<file path="src/sv/ksdlp_pkg.sv">
// shared types and constants for the key scan debounce unit
// no dependencies
package ksdlp_pkg;

  localparam int KEY_COUNT = 6;
  localparam int KEY_BITS  = 6;
  localparam int SCAN_KEYS = (KEY_COUNT < KEY_BITS) ? KEY_COUNT : KEY_BITS;
  localparam int CODE_BITS = 3;
  localparam int ADDR_BITS = 4;
  localparam int DATA_BITS = 32;

  localparam logic [7:0]  CONFIRM_RESET = 8'd10;
  localparam logic [7:0]  POLL_RESET    = 8'd10;
  localparam logic [15:0] LONG_RESET    = 16'd1000;

  localparam logic [CODE_BITS-1:0] KEY_RX       = 3'd5;
  localparam logic [CODE_BITS-1:0] CODE_RX_LONG = 3'd6;

  localparam logic [1:0] REG_CONFIRM = 2'd0;
  localparam logic [1:0] REG_POLL    = 2'd1;
  localparam logic [1:0] REG_LONG    = 2'd2;

  typedef enum logic [2:0] {
    PH_IDLE    = 3'b001,
    PH_CONFIRM = 3'b010,
    PH_HOLD    = 3'b100
  } phase_t;

  typedef struct packed {
    logic [7:0]  confirm_delay_ticks;
    logic [7:0]  poll_interval_ticks;
    logic [15:0] long_press_ticks;
  } cfg_t;

  typedef struct packed {
    logic                 valid;
    logic [CODE_BITS-1:0] code;
  } result_t;

endpackage

</file>
<file path="src/sv/ksdlp_cfg_regs.sv">
// apb configuration registers for the key scan debounce unit
// depends on ksdlp_pkg
module ksdlp_cfg_regs import ksdlp_pkg::*; (
  input  logic                 clk,
  input  logic                 rst,
  input  logic                 psel,
  input  logic                 penable,
  input  logic                 pwrite,
  input  logic [ADDR_BITS-1:0] paddr,
  input  logic [DATA_BITS-1:0] pwdata,
  output logic [DATA_BITS-1:0] prdata,
  output logic                 pready,
  output cfg_t                 cfg
);

  logic wr_en;

  assign pready = 1'b1;
  assign wr_en  = psel && penable && pwrite && pready;

  always_ff @(posedge clk) begin
    if (rst) begin
      cfg.confirm_delay_ticks <= CONFIRM_RESET;
      cfg.poll_interval_ticks <= POLL_RESET;
      cfg.long_press_ticks    <= LONG_RESET;
    end else if (wr_en) begin
      unique case (paddr[3:2])
        REG_CONFIRM: cfg.confirm_delay_ticks <= pwdata[7:0];
        REG_POLL:    cfg.poll_interval_ticks <= pwdata[7:0];
        REG_LONG:    cfg.long_press_ticks    <= pwdata[15:0];
        default: ;
      endcase
    end
  end

  always_comb begin
    unique case (paddr[3:2])
      REG_CONFIRM: prdata = {24'd0, cfg.confirm_delay_ticks};
      REG_POLL:    prdata = {24'd0, cfg.poll_interval_ticks};
      REG_LONG:    prdata = {16'd0, cfg.long_press_ticks};
      default:     prdata = '0;
    endcase
  end

endmodule

</file>
<file path="src/sv/ksdlp_scan_core.sv">
// scan state machine: key latch, debounce confirm, release poll, long press
// depends on ksdlp_pkg
module ksdlp_scan_core import ksdlp_pkg::*; (
  input  logic                clk,
  input  logic                rst,
  input  logic                step,
  input  logic [KEY_BITS-1:0] keys,
  input  cfg_t                cfg,
  output result_t             res
);

  phase_t               phase, phase_next;
  logic [CODE_BITS-1:0] latched_key, latched_key_next;
  logic [7:0]           wait_count, wait_count_next;
  logic [15:0]          held_ticks, held_ticks_next;

  logic [7:0]           wc_inc;
  logic [15:0]          held_inc;
  logic                 latched_down;
  logic                 found;
  logic [CODE_BITS-1:0] first_key;

  assign wc_inc   = (wait_count == 8'hFF) ? wait_count : wait_count + 8'd1;
  assign held_inc = (held_ticks == 16'hFFFF) ? held_ticks : held_ticks + 16'd1;
  assign latched_down = keys[latched_key];

  // lowest pressed key wins
  always_comb begin
    found     = 1'b0;
    first_key = '0;
    for (int i = SCAN_KEYS - 1; i >= 0; i--) begin
      if (keys[i]) begin
        found     = 1'b1;
        first_key = CODE_BITS'(i);
      end
    end
  end

  always_comb begin
    phase_next       = phase;
    latched_key_next = latched_key;
    wait_count_next  = wait_count;
    held_ticks_next  = held_ticks;
    res.valid        = 1'b0;
    res.code         = latched_key;
    unique case (phase)
      PH_CONFIRM: begin
        if (wc_inc >= cfg.confirm_delay_ticks) begin
          wait_count_next = '0;
          if (latched_down) begin
            phase_next      = PH_HOLD;
            held_ticks_next = '0;
          end else begin
            phase_next = PH_IDLE;
          end
        end else begin
          wait_count_next = wc_inc;
        end
      end
      PH_HOLD: begin
        held_ticks_next = held_inc;
        if (wc_inc >= cfg.poll_interval_ticks) begin
          wait_count_next = '0;
          if (!latched_down) begin
            phase_next = PH_IDLE;
            res.valid  = 1'b1;
            if (latched_key == KEY_RX && held_inc >= cfg.long_press_ticks) begin
              res.code = CODE_RX_LONG;
            end
          end
        end else begin
          wait_count_next = wc_inc;
        end
      end
      default: begin
        phase_next = PH_IDLE;
        if (found) begin
          latched_key_next = first_key;
          wait_count_next  = '0;
          phase_next       = PH_CONFIRM;
        end
      end
    endcase
    res.valid = res.valid && step;
  end

  always_ff @(posedge clk) begin
    if (rst) begin
      phase       <= PH_IDLE;
      latched_key <= '0;
      wait_count  <= '0;
      held_ticks  <= '0;
    end else if (step) begin
      phase       <= phase_next;
      latched_key <= latched_key_next;
      wait_count  <= wait_count_next;
      held_ticks  <= held_ticks_next;
    end
  end

endmodule

</file>
<file path="src/sv/ksdlp_out_buf.sv">
// two-entry result buffer between the scan core and the output channel
// depends on ksdlp_pkg
module ksdlp_out_buf import ksdlp_pkg::*; (
  input  logic                 clk,
  input  logic                 rst,
  input  result_t              res,
  output logic                 full,
  output logic                 out_valid,
  input  logic                 out_ready,
  output logic [CODE_BITS-1:0] key_code
);

  logic [CODE_BITS-1:0] slot [2];
  logic                 wr_ptr;
  logic                 rd_ptr;
  logic [1:0]           count;
  logic                 push;
  logic                 pop;

  assign push      = res.valid && !full;
  assign pop       = out_valid && out_ready;
  assign full      = (count == 2'd2);
  assign out_valid = (count != 2'd0);
  assign key_code  = slot[rd_ptr];

  always_ff @(posedge clk) begin
    if (push) begin
      slot[wr_ptr] <= res.code;
    end
  end

  always_ff @(posedge clk) begin
    if (rst) begin
      wr_ptr <= 1'b0;
      rd_ptr <= 1'b0;
      count  <= '0;
    end else begin
      if (push) begin
        wr_ptr <= !wr_ptr;
      end
      if (pop) begin
        rd_ptr <= !rd_ptr;
      end
      if (push && !pop) begin
        count <= count + 2'd1;
      end else if (pop && !push) begin
        count <= count - 2'd1;
      end
    end
  end

endmodule

</file>
<file path="src/sv/key_scan_debounce_long_press_unit.sv">
// key scanner with debounce and long-press detection, one tick per input transfer
// a result enters the result buffer when the releasing tick leaves the input register
// throughput: one tick per cycle; the input register stalls only when both
// result buffer entries are occupied
// reset (synchronous): scan state idle, counters zero, registers to 10, 10, 1000
// depends on ksdlp_pkg, ksdlp_cfg_regs, ksdlp_scan_core, ksdlp_out_buf
module key_scan_debounce_long_press_unit import ksdlp_pkg::*; (
  input  logic                 clk,
  input  logic                 rst,
  input  logic                 in_valid,
  output logic                 in_ready,
  input  logic [KEY_BITS-1:0]  keys_pressed,
  output logic                 out_valid,
  input  logic                 out_ready,
  output logic [CODE_BITS-1:0] key_code,
  input  logic                 psel,
  input  logic                 penable,
  input  logic                 pwrite,
  input  logic [ADDR_BITS-1:0] paddr,
  input  logic [DATA_BITS-1:0] pwdata,
  output logic [DATA_BITS-1:0] prdata,
  output logic                 pready
);

  cfg_t                cfg;
  result_t             res;
  logic                buf_full;
  logic                s1_valid;
  logic [KEY_BITS-1:0] s1_keys;
  logic                advance;

  assign advance  = s1_valid && !buf_full;
  assign in_ready = !s1_valid || advance;

  always_ff @(posedge clk) begin
    if (rst) begin
      s1_valid <= 1'b0;
    end else if (in_valid && in_ready) begin
      s1_valid <= 1'b1;
    end else if (advance) begin
      s1_valid <= 1'b0;
    end
  end

  always_ff @(posedge clk) begin
    if (in_valid && in_ready) begin
      s1_keys <= keys_pressed;
    end
  end

  ksdlp_cfg_regs u_cfg (
    .clk     (clk),
    .rst     (rst),
    .psel    (psel),
    .penable (penable),
    .pwrite  (pwrite),
    .paddr   (paddr),
    .pwdata  (pwdata),
    .prdata  (prdata),
    .pready  (pready),
    .cfg     (cfg)
  );

  ksdlp_scan_core u_core (
    .clk  (clk),
    .rst  (rst),
    .step (advance),
    .keys (s1_keys),
    .cfg  (cfg),
    .res  (res)
  );

  ksdlp_out_buf u_buf (
    .clk       (clk),
    .rst       (rst),
    .res       (res),
    .full      (buf_full),
    .out_valid (out_valid),
    .out_ready (out_ready),
    .key_code  (key_code)
  );

endmodule

</file>
<file path="config.mk">
export PLATFORM = sky130hd
export DESIGN_NAME = key_scan_debounce_long_press_unit
export DESIGN_NICKNAME = d
export VERILOG_FILES = /design/src/sv/ksdlp_pkg.sv /design/src/sv/ksdlp_cfg_regs.sv /design/src/sv/ksdlp_scan_core.sv /design/src/sv/ksdlp_out_buf.sv /design/src/sv/key_scan_debounce_long_press_unit.sv
export SDC_FILE = /design/constraint.sdc
export NUM_CORES = 1
export LEC_CHECK = 0
export ABC_CLOCK_PERIOD_IN_PS = 3950
export BUFFER_PORTS_ARGS = -buffer_cell sky130_fd_sc_hd__buf_4
export CAP_MARGIN = 10
export CORE_ASPECT_RATIO = 0.75
export CORE_UTILIZATION = 42
export DETAILED_ROUTE_END_ITERATION = 6
export PLACE_DENSITY = 0.68
export SLEW_MARGIN = 25
export SYNTH_ARGS = -nofsm -noshare
export SYNTH_HDL_FRONTEND = slang
export SYNTH_SLANG_ARGS = --single-unit
</file>
<file path="constraint.sdc">
create_clock -name clk -period 3.95 [get_ports clk]
set_input_delay 0.5925 -clock clk [delete_from_list [all_inputs] [get_ports clk]]
set_output_delay 0.5925 -clock clk [all_outputs]
set_load 0.01 [all_outputs]
</file>
Yosys cells after proc, flatten, opt, wreduce, memory -nomap -nowiden
Memories as Yosys holds them, arrays and structs flattened. A register that Yosys moved wholly into a read port is not among the register bits.
Cells that the tools add are included.
Storage, ports and cells
  latch bits: 0
  RAM bits: 6
  memories: 1
  bits of input ports: 49
  flip-flop bits (word level): 73
  ROM bits: 0
  word-level logic and storage cells: 107
Operators by class
  multipliers: 0
  reduce and logical (&&, ||, !) cells: 31
  muxes and demuxes: 42
  bitwise gates (word level): 1
  equality and inequality tests: 12
  shift operators: 0
  div/mod/pow operators: 0
  $add $sub $neg: 4
  order comparisons: 4
Memory list
  u_buf.slot: depth 2, width 3, rd ports 1, clocked after memory_dff 1, wr ports 1, line ksdlp_out_buf.sv:13  | logic [CODE_BITS-1:0] slot [2];
Operators with widths (number)
  2-to-1 mux 16 bit: 3
  one-hot mux 16 bit (3 select lines): 1
  2-to-1 mux 3 bit: 11
  2-to-1 mux 8 bit: 4
  one-hot mux 16 bit (2 select lines): 1
  adder 16 x 1 -> 16 bit, second input constant: 1
  == test 16 bit, second input constant: 1
  greater-or-equal comparator 16 bit: 1
  greater-or-equal comparator 8 bit: 2
  one-hot mux 8 bit (2 select lines): 1
  2-to-1 mux 1 bit: 13
  2-to-1 mux 4 bit: 3
  logical AND 1 bit: 10
  adder 8 x 1 -> 8 bit, second input constant: 1
  == test 8 bit, second input constant: 1
  AND reduction 2 bit: 4
  AND reduction 4 bit: 2
  nonzero test 2 bit: 4
  == test 3 bit, second input constant: 2
  zero test 1 bit: 6
  2-to-1 mux 2 bit: 3
  inequality test 2 x 1 -> 1 bit, second input constant: 3
  one-hot mux 3 bit (2 select lines): 1
  == test 2 bit, second input constant: 2
  13 further kinds: 13

Logic depth before layout (Yosys ltp)
Gate-level depths: netlist of the first run.
  depth in word-level cells: 14
  mapped depth: 16

By module
A second synthesis of the first run with hierarchy kept.
Unflattened totals
  cell total of the unflattened synthesis: 556
  area total of the unflattened synthesis: 4956.0 um2
By module, submodules not included
  ksdlp_scan_core: area each 2590.0 um2, cells an instance 324, times used 1, seq. area each 600.6 um2
  ksdlp_cfg_regs: area each 1704.1 um2, cells an instance 186, times used 1, seq. area each 640.6 um2
  ksdlp_out_buf: area each 434.2 um2, cells an instance 34, times used 1, seq. area each 280.3 um2
  key_scan_debounce_long_press_unit: area each 227.7 um2, cells an instance 12, times used 1, seq. area each 200.2 um2

Worst setup path after synthesis of the first run
Ideal clock, no wire load.
  path kind: reg2reg
  start: reg u_core.wait_count[0]
  end: reg u_buf.count[1]
  clock period less this slack: 3.602 ns
  data required time: 3.880 ns
  data arrival time: 3.531 ns
  path buffers: 0
  setup time: 0.070 ns
  stages on the path, launching flop included: 15
  slack: 0.348 ns
  path through: dfxtp_1 ha_1 and4_1 and3_1 nand2_1 mux2_2 ha_1 or4_1 a21oi_1 o31a_1 nand3b_1 nor2_1 ha_1 or3_1 a21oi_1
Between the ends
  word-level cells in the longest chain between the ends: 10
  elaborated cells on any way between the ends: 13
  classes of those cells: add/sub: 1; order compare: 1; eq/ne: 1; mux: 4; reduce/logical: 6
RTL lines
  start: declaration: line ksdlp_scan_core.sv:14  | logic [7:0] wait_count, wait_count_next;
  start signal: assignment: line ksdlp_scan_core.sv:96  | wait_count <= wait_count_next;
  adder 8 x 1 -> 8 bit / == test 8 bit (equally long branches): line ksdlp_scan_core.sv:23  | assign wc_inc = (wait_count == 8'hFF) ? wait_count : wait_count + 8'd1;
  2-to-1 mux 8 bit (*): line ksdlp_scan_core.sv:23
  greater-or-equal comparator 8 bit (*): line ksdlp_scan_core.sv:62  | if (wc_inc >= cfg.poll_interval_ticks) begin
  2-to-1 mux 4 bit (*): line ksdlp_scan_core.sv:62
  2-to-1 mux 4 bit (*): line ksdlp_scan_core.sv:46  | unique case (phase)
  logical AND 1 bit (*): line ksdlp_scan_core.sv:84  | res.valid = res.valid && step;
  logical AND 1 bit (*): line ksdlp_out_buf.sv:20  | assign push = res.valid && !full;
  named net u_buf.push: line ksdlp_out_buf.sv:17  | logic push;
  zero test 1 bit: line ksdlp_out_buf.sv:46  | end else if (pop && !push) begin
  logical AND 1 bit: line ksdlp_out_buf.sv:46
  nonzero test 2 bit (no source line)
  end signal: assignment: line ksdlp_out_buf.sv:45  | count <= count + 2'd1;
  end signal: assignment: line ksdlp_out_buf.sv:47  | count <= count - 2'd1;
  end: declaration: line ksdlp_out_buf.sv:16  | logic [1:0] count;
Mark *: on every way through the listed nets, which the timed path passes. The rest lies on a longest branch.
A chain may end at the register's enable or synchronous reset.

Final worst setup path of the first run
  start: reg u_core.wait_count[1]
  end: reg u_buf.count[1]
The elaborated chain is that of the path after synthesis.

==> flow_metrics.env, run 1 <==
export IMPL_outcome="finished, final reports clean"
export IMPL_place_hpwl_um=8565
export IMPL_synth_warnings=0
export IMPL_core_mm2=0.01107
export IMPL_endpoint_kind="flip-flop"
export IMPL_fin_nets=711
export IMPL_htreeDepth=3
export IMPL_ant_nets=0
export IMPL_die_height_um=94.94
export IMPL_final_cell_mix="nand2_1 (69), dfxtp_1 (67), buf_4 (62), a21oi_1 (49), nor2_1 (42)"
export IMPL_synth_edff_count=12
export IMPL_drc=0
export IMPL_syn_area_per_cell_um2=8.383
export IMPL_place_congestion=0.8082
export IMPL_maxSlewViolCount=0
export IMPL_ir_drop_mv=0.2159
export IMPL_cp_required_ns=4.22
export IMPL_clk_pin_slew_ns=0.06
export IMPL_insertedDiodeCount=0
export IMPL_grt_max_degree=39
export IMPL_rows=33
export IMPL_clkSinkCount=80
export IMPL_max_freq_mhz=269.3
export IMPL_report_final_setup_viol=0
export IMPL_seq_area_frac_synth_pct=35.59
export IMPL_io_pins=87
export IMPL_die_area_mm2=0.01195
export IMPL_io_buffers=51
export IMPL_finalSetupTns_ns=0
export IMPL_syn_inst=577
export IMPL_die_x_um=125.9
export IMPL_ys_top_cells_by_area="dfxtp_1 (28%), ha_1 (9.1%), edfxtp_1 (7.4%)"
export IMPL_antenna_found_initial=0
export IMPL_via_per_inst=5.413
export IMPL_drtPass1Iterations=4
export IMPL_ys_ff_latch=80
export IMPL_grt_pass1_wl_um=19000
export IMPL_worst_setup_path_type="reg -> reg"
export IMPL_fin_crit_sh_pct=93.99
export IMPL_synthArstFlopShare_pct=0
export IMPL_finClkSkew_ns=0.007318
export IMPL_drive_gt1_share_pct=16.77
export IMPL_min_path_type="in -> reg"
export IMPL_total_power_uw=1864
export IMPL_wire_per_inst_um=14.86
export IMPL_syn_cell_area_mm2=0.004837
export IMPL_grt_met1_usage_pct=27.62
export IMPL_clock_latency_ns=0.34
export IMPL_met3_usage_pct=4.759
export IMPL_rsz0062_at_grt="no"
export IMPL_synth_largest_area_cell="dfxtp_1"
export IMPL_arrival_ns=3.98
export IMPL_power_density_mw_per_mm2=329.3
export IMPL_initial_core_util_pct=43.71
export IMPL_grt_use_total_pct=20.24
export IMPL_drt_iter0_markers=222
export IMPL_numCtsBuffers=9
export IMPL_vias=4179
export IMPL_synth_top_area_share_pct=28.14
export IMPL_final_common_cell="nand2_1"
export IMPL_fin_util_pct=51.16
export IMPL_crit_fanout=5
export IMPL_routed_wl_um=11470
export IMPL_maxCapViolCount=0
export IMPL_synth_distinct_cells=57
export IMPL_area_growth_pct=17.05
export IMPL_hold_viol=0
export IMPL_grt_pass1_vias=3962
export IMPL_period_needed_ns=3.713
export IMPL_cts_tree="done"
export IMPL_worst_pin_slew_ns=0.7624
export IMPL_p_leak_uw=0.002341
export IMPL_cts_root_buf="clkbuf_16"
export IMPL_synth_ff_type="dfxtp_1"
export IMPL_busiest_layer="met2"
export IMPL_cts_buffer_depth=2
export IMPL_max_slew_margin_pct=49.07
export IMPL_met2_usage_pct=31.86
export IMPL_gr_total_overflow=0
export IMPL_start_kind="flip-flop"
[synthesized netlist by cell type (3+ instances only)]
| library cell | instances |
|---|---|
| nand2b_1 | 9 |
| or3_1 | 7 |
| and2_1 | 10 |
| nand3_1 | 25 |
| a211oi_1 | 3 |
| ha_1 | 35 |
| nand4_1 | 7 |
| o31ai_1 | 4 |
| o21a_1 | 8 |
| nand2_1 | 70 |
| nor3b_1 | 4 |
| mux2_2 | 6 |
| edfxtp_1 | 12 |
| a31oi_1 | 3 |
| buf_4 | 21 |
| nor3_1 | 7 |
| nor2b_1 | 7 |
| o21ai_0 | 19 |
| mux2i_1 | 21 |
| o21ai_1 | 6 |
| dfxtp_1 | 68 |
| nor2_1 | 43 |
| clkbuf_1 | 14 |
| xnor2_1 | 11 |
| a21o_1 | 6 |
| a22o_1 | 10 |
| and3_1 | 4 |
| o211ai_1 | 10 |
| xor2_1 | 4 |
| inv_1 | 38 |
| a21oi_1 | 49 |
[final cells by class]
class	count	area, µm²
multi-input combinational	435	2823
sequential	80	1723
clock buffer	10	229.0
tap	140	175.2
inverter	38	142.6
clock inverter	6	83.83
fill	1050	5404
timing repair buffer	63	485.5
[final timing paths]
path              depth (start not counted)            startpoint              to  slack [ns]
hold reg to reg                           2         u_cfg.cfg[10]   u_cfg.cfg[10]        0.47
setup / recovery                         14  u_core.wait_count[1]  u_buf.count[1]        0.24
setup reg to reg                         14  u_core.wait_count[1]  u_buf.count[1]        0.24
hold / removal                            1       keys_pressed[4]      s1_keys[4]        0.43
[what timing repair did]
action | CTS | global route
gates resized for setup | 0 | 6
setup endpoints to repair | 0 | 26
hold buffers | 0 | 0
buffers inserted | 0 | 0
[worst max-delay path, cell delays in order (launching register included)]
cell and delay [ns]:
dfxtp_2 0.34, ha_2 0.19, and4_2 0.27, and3_2 0.25, nand2_2 0.12, mux2_2 0.38
ha_1 0.18, or4_1 0.51, a21oi_1 0.15, o31a_1 0.21, nand3b_1 0.15, nor2_1 0.08
ha_1 0.32, or3_1 0.35, a21oi_1 0.14
[through the flow]
| step | instances | hold slack [ns] | instance area [µm²] | worst slack, ns |
|---|---|---|---|---|
| 6_report | 772 | 0.4300 | 5662 | 0.2373 |
| 3_3_place_gp | 756 | 0.4573 | 5331 | 0.2637 |
| 5_1_grt | 772 | 0.4140 | 5662 | 0.02074 |
| 2_1_floorplan | 592 | 0.4447 | 4893 | 0.3482 |
| 4_1_cts | 772 | 0.4185 | 5644 | 0.1061 |
| 3_5_place_dp | 756 | 0.4595 | 5331 | 0.1585 |
[flip-flops by register name, summed over array words and instances, names as in the netlist, named ones only]
signal,count
u_buf.count,2
u_buf.wr_ptr,1
u_buf.slot,6
u_cfg.cfg,32
u_core.latched_key,3
s1_keys,6
s1_valid,1
u_core.held_ticks,16
u_core.wait_count,8
u_buf.rd_ptr,1
u_core.phase,3
[cell families after synthesis]
family,count (synthesis),synth area share [%]
fa+ha+maj,35,9.053
other cells,2,0.1553
flops,80,35.59
simple gates,207,21.03
mux,28,5.975
compound gates,133,17.82
buf+inv,77,7.657
xor+xnor,15,2.716
[layer usage]
metal  up-vias  wire length (µm)
met4         0               148
met5         -                 0
li1       2090                 -
met2       119              4980
met1      1953              5781
met3        17               562
[where the power goes]
group          internal [µW]  switching, µW
registers                837           10.7
logic                   53.6           72.0
clock network            551            340
total                   1440            423
No activity file was read; power rests on OpenSTA's default activity.
==> inputs of run 2 (changes only) <==
--- a/config.mk
+++ b/config.mk
@@ -5,13 +5,14 @@
 export SDC_FILE = /design/constraint.sdc
 export NUM_CORES = 1
 export LEC_CHECK = 0
-export ABC_CLOCK_PERIOD_IN_PS = 3950
+export ABC_CLOCK_PERIOD_IN_PS = 3600
 export BUFFER_PORTS_ARGS = -buffer_cell sky130_fd_sc_hd__buf_4
 export CAP_MARGIN = 10
 export CORE_ASPECT_RATIO = 0.75
 export CORE_UTILIZATION = 42
 export DETAILED_ROUTE_END_ITERATION = 6
 export PLACE_DENSITY = 0.68
+export SKIP_LAST_GASP = 1
 export SLEW_MARGIN = 25
 export SYNTH_ARGS = -nofsm -noshare
 export SYNTH_HDL_FRONTEND = slang
==> constraint.sdc (replaced) <==
create_clock -name clk -period 3.6 [get_ports clk]
set_input_delay 0.54 -clock clk [delete_from_list [all_inputs] [get_ports clk]]
set_output_delay 0.54 -clock clk [all_outputs]
set_load 0.01 [all_outputs]
==> run 2 against run 1 <==
  * Wire length is 4.2% higher
  * Sequential share of layout area fell by 0.55 points
  * Clock skew about the same
  * Clock-buffer cell count is 2 higher
  * Die area unchanged
  * Non-clock buffer count increased by 14
  * Combinational power is 11% higher
  * Clock power hardly changed
  * Hold slack worse by 0.048 ns
  * Core utilization rose by 1.1 points
  * Sequential power grew 9.7%
  * Setup slack worse by 0.14 ns
  * Highest routed layer unchanged
==> flow_metrics.env, run 2 (same netlist as run 1, synthesis figures left out) <==
export IMPL_r2r_cells=16
export IMPL_regToRegSetupSlack_ns=0.09
export IMPL_grt_use_total_pct=20.90
export IMPL_hold_end="s1_keys[2]"
export IMPL_hold_start="keys_pressed[2]"
export IMPL_clock_latency_ns=0.34
export IMPL_numCtsBuffers=9
export IMPL_fin_nets=725
export IMPL_drt_iter0_markers=215
export IMPL_fin_util_pct=52.23
export IMPL_cts_buffer_depth=2
export IMPL_period_needed_ns=3.507
export IMPL_maxSlewViolCount=0
export IMPL_p_leak_uw=0.002418
export IMPL_worst_setup_path_type="reg -> reg"
export IMPL_worst_pin_slew_ns=0.7051
export IMPL_slowest_stage="or4_1"
export IMPL_rr_startpoint="u_core.wait_count[1]"
export IMPL_total_power_uw=1961
export IMPL_grt_max_degree=39
export IMPL_slowest_delay_ns=0.49
export IMPL_place_hpwl_um=8909
export IMPL_final_area_mm2=0.005779
export IMPL_finClkSkew_ns=0.007705
export IMPL_antenna_found_initial=0
export IMPL_grt_pass1_vias=4011
export IMPL_core_mm2=0.01107
export IMPL_top_register="u_cfg.cfg"
export IMPL_rows=33
export IMPL_die_height_um=94.94
export IMPL_final_common_cell="buf_4"
export IMPL_io_buffers=51
export IMPL_vias=4258
export IMPL_grt_pass1_wl_um=19440
export IMPL_htreeDepth=3
export IMPL_cts_tree="done"
export IMPL_drtPass1Iterations=4
export IMPL_die_area_mm2=0.01195
export IMPL_fin_crit_sh_pct=97.41
export IMPL_area_growth_pct=19.48
export IMPL_crit_fanout=5
export IMPL_max_slew_margin_pct=52.74
export IMPL_cp_required_ns=3.86
export IMPL_cts_root_buf="clkbuf_16"
export IMPL_wire_per_inst_um=15.22
export IMPL_postCtsHoldBufs=0
export IMPL_ant_nets=0
export IMPL_report_final_setup_viol=0
export IMPL_endpoint_kind="flip-flop"
export IMPL_timing_rr_end="u_buf.count[1]"
export IMPL_drive_gt1_share_pct=19.35
export IMPL_whs_path_depth=1
export IMPL_die_x_um=125.9
export IMPL_final_cell_mix="buf_4 (76), nand2_1 (69), dfxtp_1 (66), a21oi_1 (48), nor2_1 (41)"
export IMPL_place_congestion=0.8505
export IMPL_largest_register_ffs=32
export IMPL_path_cells="ha_2 -> and4_4 -> and3_4 -> nand2_4 -> nand4_1 -> xnor2_2 -> ha_2 -> or4_1 -> a21oi_2 -> o31a_1 -> nand3b_1 -> nor2_2 -> ha_2 -> xor2_1 -> or3_1 -> a21oi_1"
export IMPL_reg_largest_list="u_cfg.cfg (32), u_core.held_ticks (16), u_core.wait_count (8)"
export IMPL_drc=0
export IMPL_start_kind="flip-flop"
export IMPL_clkSinkCount=80
export IMPL_cp_startpoint="u_core.wait_count[1]"
export IMPL_clk_pin_slew_ns=0.06
export IMPL_routed_wl_um=11960
export IMPL_gr_total_overflow=0
export IMPL_max_freq_mhz=285.2
export IMPL_arrival_ns=3.77
export IMPL_initial_core_util_pct=43.71
export IMPL_dpl_cell_area_mm2=0.005391
export IMPL_ir_drop_mv=0.2080
export IMPL_via_per_inst=5.417
export IMPL_io_pins=87
export IMPL_hold_viol=0
export IMPL_outcome="finished, final reports clean"
export IMPL_min_path_type="in -> reg"
export IMPL_insertedDiodeCount=0
export IMPL_crit_top_cell="ha_2"
export IMPL_maxCapViolCount=0
export IMPL_power_density_mw_per_mm2=339.3
## run 2: changes by cell type in the layout (fill, tap and decap cells not counted), sizes merged
cell	before	now
buf	63	77
clkbuf	10	12
bufinv	2	1
clkinvlp	2	1
## run 2: what timing repair did
item | 4_1_cts | 5_1_grt
gates resized for setup | 2 | 16
pin swaps | 3 | 8
setup buffers | 3 | 4
endpoints found under the setup margin | 1 | 11
## run 2: final cells by class
type                            count  area [µm²]
Multi-Input combinational cell    435        2863
Fill cell                        1003        5286
Clock buffer                       12       236.5
Inverter                           38       142.6
Clock inverter                      4       45.04
Tap cell                          140       175.2
Sequential cell                    80        1727
Timing Repair Buffer               77       590.6
## run 2: metal layers
| layer | global-route usage [%] | up-vias | part of all wire (%) |
|---|---|---|---|
| met5 | 0 | - | 0 |
| met4 | 6.325 | 0 | 1.1 |
| met3 | 4.533 | 12 | 5.2 |
| met2 | 34.53 | 119 | 45 |
| met1 | 27.44 | 2006 | 48 |
| li1 | - | 2121 | - |
## run 2: how the worst max path moves through the flow
stage,slack (ns),cells past startpoint,to
global route,-0.04,16,u_buf.count[1]
detailed placement,-0.04,14,u_buf.count[1]
finish,0.09,16,u_buf.count[1]
CTS,0.02,15,u_buf.count[1]
global placement,0.05,14,u_buf.count[1]
floorplan,0.05,14,u_buf.count[1]
## run 2: power breakdown
part / switching (µW) / leakage, µW / internal, µW
registers: 11.7 / 0.000665 / 918
clock network: 357 / 0.000132 / 534
logic: 79.8 / 0.00162 / 60.1
## run 2: stage by stage
step           TNS [ns]  hold WS (ns)  setup slack, ns  std cells
5_1_grt        -0.05040        0.3651         -0.04132        786
3_5_place_dp   -0.04241        0.4663         -0.04241        763
2_1_floorplan         0        0.4447          0.04826        592
4_1_cts               0        0.3649          0.02408        782
3_3_place_gp          0        0.4587          0.05110        763
6_report              0        0.3822          0.09317        786
## run 2: worst max-delay path, delay by kind of cell, from the launching register on
kind	cells	cell delay, ns
XOR/XNOR	2	0.36
AO/OA/AOI/OAI	3	0.44
AND/OR/NAND/NOR	8	1.70
flip-flops	1	0.36
adder cells (fa/ha/maj)	3	0.58
==> inputs of run 3 (changes only) <==
--- a/config.mk
+++ b/config.mk
@@ -8,10 +8,10 @@
 export ABC_CLOCK_PERIOD_IN_PS = 3600
 export BUFFER_PORTS_ARGS = -buffer_cell sky130_fd_sc_hd__buf_4
 export CAP_MARGIN = 10
-export CORE_ASPECT_RATIO = 0.75
-export CORE_UTILIZATION = 42
+export CORE_ASPECT_RATIO = 0.9
+export CORE_UTILIZATION = 28
 export DETAILED_ROUTE_END_ITERATION = 6
-export PLACE_DENSITY = 0.68
+export PLACE_DENSITY = 0.51
 export SKIP_LAST_GASP = 1
 export SLEW_MARGIN = 25
 export SYNTH_ARGS = -nofsm -noshare
==> constraint.sdc (replaced) <==
create_clock -name clk -period 3.6 [get_ports clk]
set_input_delay 0.54 -clock clk [delete_from_list [all_inputs] [get_ports clk]]
set_output_delay 0.54 -clock clk [all_outputs]
set_load 0.1 [all_outputs]
==> run 3 against run 2 <==
  * Via count is 1.1% lower
  * Sequential share of layout area is 0.90 points lower
  * Clock skew is 0.0011 ns lower
  * Cell count is 10% higher
  * Clock-buffer cell count stayed put
  * Die area is 49% higher
  * Critical path depth is 2 lower
  * Maximum frequency is 1.0% higher
  * Clock power is 9.5% higher
  * Register-to-register slack better by 0.04 ns
  * First-iteration DRC count is 26% higher
  * Largest power group is now the clock network
==> flow_metrics.env, run 3 (same netlist as run 1, synthesis figures left out) <==
export IMPL_rows=45
export IMPL_grt_pass1_vias=3897
export IMPL_path_cells="ha_2 -> and4_4 -> and3_4 -> nand2_4 -> mux2_4 -> ha_1 -> or4_4 -> a21oi_2 -> o31a_1 -> nand3b_1 -> nor2_2 -> ha_1 -> or3_1 -> a21oi_1"
export IMPL_hold_viol=0
export IMPL_routed_wl_um=12350
export IMPL_slowest_delay_ns=0.52
export IMPL_maxSlewViolCount=0
export IMPL_final_cell_mix="buf_4 (84), nand2_1 (69), dfxtp_1 (66), a21oi_1 (48), nor2_1 (42)"
export IMPL_min_path_type="in -> reg"
export IMPL_timing_rr_end="u_buf.count[1]"
export IMPL_r2r_cells=14
export IMPL_cp_num_cells=14
export IMPL_period_needed_ns=3.471
export IMPL_via_per_inst=4.869
export IMPL_total_power_uw=2155
export IMPL_area_growth_pct=23.20
export IMPL_worst_pin_slew_ns=0.6940
export IMPL_largest_register_ffs=32
export IMPL_slowest_stage="or4_4"
export IMPL_place_congestion=0.7929
export IMPL_start_kind="flip-flop"
export IMPL_gr_total_overflow=0
export IMPL_antenna_found_initial=0
export IMPL_power_density_mw_per_mm2=361.6
export IMPL_crit_buf_inv=0
export IMPL_fin_crit_sh_pct=96.42
export IMPL_endpoint_kind="flip-flop"
export IMPL_drive_gt1_share_pct=20.18
export IMPL_grt_use_total_pct=14.42
export IMPL_place_hpwl_um=9227
export IMPL_finalSetupTns_ns=0
export IMPL_core_mm2=0.01689
export IMPL_cts_tree="done"
export IMPL_top_register="u_cfg.cfg"
export IMPL_final_common_cell="buf_4"
export IMPL_drt_iter0_markers=271
export IMPL_ant_nets=0
export IMPL_crit_top_cell="ha_1"
export IMPL_wire_per_inst_um=14.28
export IMPL_max_freq_mhz=288.1
export IMPL_max_slew_margin_pct=53.60
export IMPL_outcome="finished, final reports clean"
export IMPL_drtPass1Iterations=4
export IMPL_finClkSkew_ns=0.006565
export IMPL_worst_setup_path_type="reg -> reg"
export IMPL_arrival_ns=3.75
export IMPL_rr_startpoint="u_core.wait_count[1]"
export IMPL_clock_latency_ns=0.35
export IMPL_io_pins=87
export IMPL_die_height_um=126.7
export IMPL_cp_top_family="simple AND/OR/NAND/NOR gates"
export IMPL_grt_max_degree=39
export IMPL_nFillCells=1746
export IMPL_insertedDiodeCount=0
export IMPL_regToRegSetupSlack_ns=0.13
export IMPL_crit_fanout=5
export IMPL_reg_largest_list="u_cfg.cfg (32), u_core.held_ticks (16), u_core.wait_count (8)"
export IMPL_initial_core_util_pct=28.64
export IMPL_cts_root_buf="clkbuf_16"
export IMPL_drc=0
export IMPL_stdcell_count=865
export IMPL_cp_required_ns=3.88
export IMPL_die_area_mm2=0.01781
export IMPL_clk_pin_slew_ns=0.06
export IMPL_numCtsBuffers=9
export IMPL_vias=4212
export IMPL_htreeDepth=3
export IMPL_cp_startpoint="u_core.wait_count[1]"
export IMPL_fin_nets=733
export IMPL_die_x_um=140.5
export IMPL_crit_end="u_buf.count[1]"
export IMPL_place_inst=847
export IMPL_clkSinkCount=80
export IMPL_p_leak_uw=0.002479
export IMPL_report_final_setup_viol=0
export IMPL_ir_drop_mv=0.2225
export IMPL_maxCapViolCount=0
export IMPL_cts_buffer_depth=2
export IMPL_io_buffers=51
export IMPL_grt_pass1_wl_um=19980
-- run 3: cell types whose count changed in the layout (fill, tap and decap cells not counted), sizes merged --
| cell | before | now |
|---|---|---|
| clkinvlp | 1 | 2 |
| clkinv | 2 | 1 |
| buf | 77 | 85 |
-- run 3: how the worst min path moves through the flow --
stage	cells after the start	endpoint	start	slack [ns]
floorplan	2	u_cfg.cfg[10]	u_cfg.cfg[10]	0.44
global placement	2	u_cfg.cfg[12]	u_cfg.cfg[12]	0.46
detailed placement	2	u_cfg.cfg[10]	u_cfg.cfg[10]	0.46
CTS	1	s1_keys[0]	keys_pressed[0]	0.35
global route	1	s1_keys[5]	keys_pressed[5]	0.35
finish	1	s1_keys[0]	keys_pressed[0]	0.36
-- run 3: worst reg2reg max path: cells and delay by family, from the launching register on --
kind | cells | cell delay, ns
AND/OR/NAND/NOR | 7 | 1.58
multiplexers | 1 | 0.32
flip-flops | 1 | 0.35
AO/OA/AOI/OAI | 3 | 0.49
adder cells (fa/ha/maj) | 3 | 0.65
-- run 3: final cells by class --
type	instances	area [µm²]	area share (%)
multi-input cells	435	2858	47.95
flip-flops and latches	80	1727	28.97
repair buffers	85	650.6	10.92
clock buffers	12	267.8	4.493
well taps	211	264.0	4.430
inverters	38	142.6	2.393
clock inverters	4	50.05	0.8398
-- run 3: metrics by stage --
step | setup slack (ns) | hold slack (ns) | util, % | cell area (µm²)
2_1_floorplan | 0.04828 | 0.4447 | - | 4896
3_3_place_gp | 0.03877 | 0.4609 | 32.99 | 5573
3_5_place_dp | -0.03064 | 0.4631 | 32.99 | 5573
4_1_cts | 0.03888 | 0.3485 | 34.93 | 5899
5_1_grt | -0.01691 | 0.3521 | 35.28 | 5959
6_report | 0.1289 | 0.3645 | 35.28 | 5959
-- run 3: report_power, final --
part / internal (µW) / leakage (µW) / total, µW / switching [µW]
registers: 918 / 0.000665 / 929 / 11.3
clock network: 597 / 0.000150 / 976 / 378
logic: 60.1 / 0.00166 / 250 / 190
-- run 3: timing repair --
item                                    4_1_cts  5_1_grt
endpoints found under the setup margin        1       19
pin swaps                                     2        2
resized for setup                             3       12
buffers inserted                              0        2
hold buffers                                  0        0
-- run 3: routing by layer --
layer,vias to the layer above,GRT usage [%],share of wire (%)
met4,0,4.412,1.3
met3,12,3.511,4.2
met2,82,22.24,44
met1,1981,19.83,50
li1,2137,-,-
met5,-,0,0
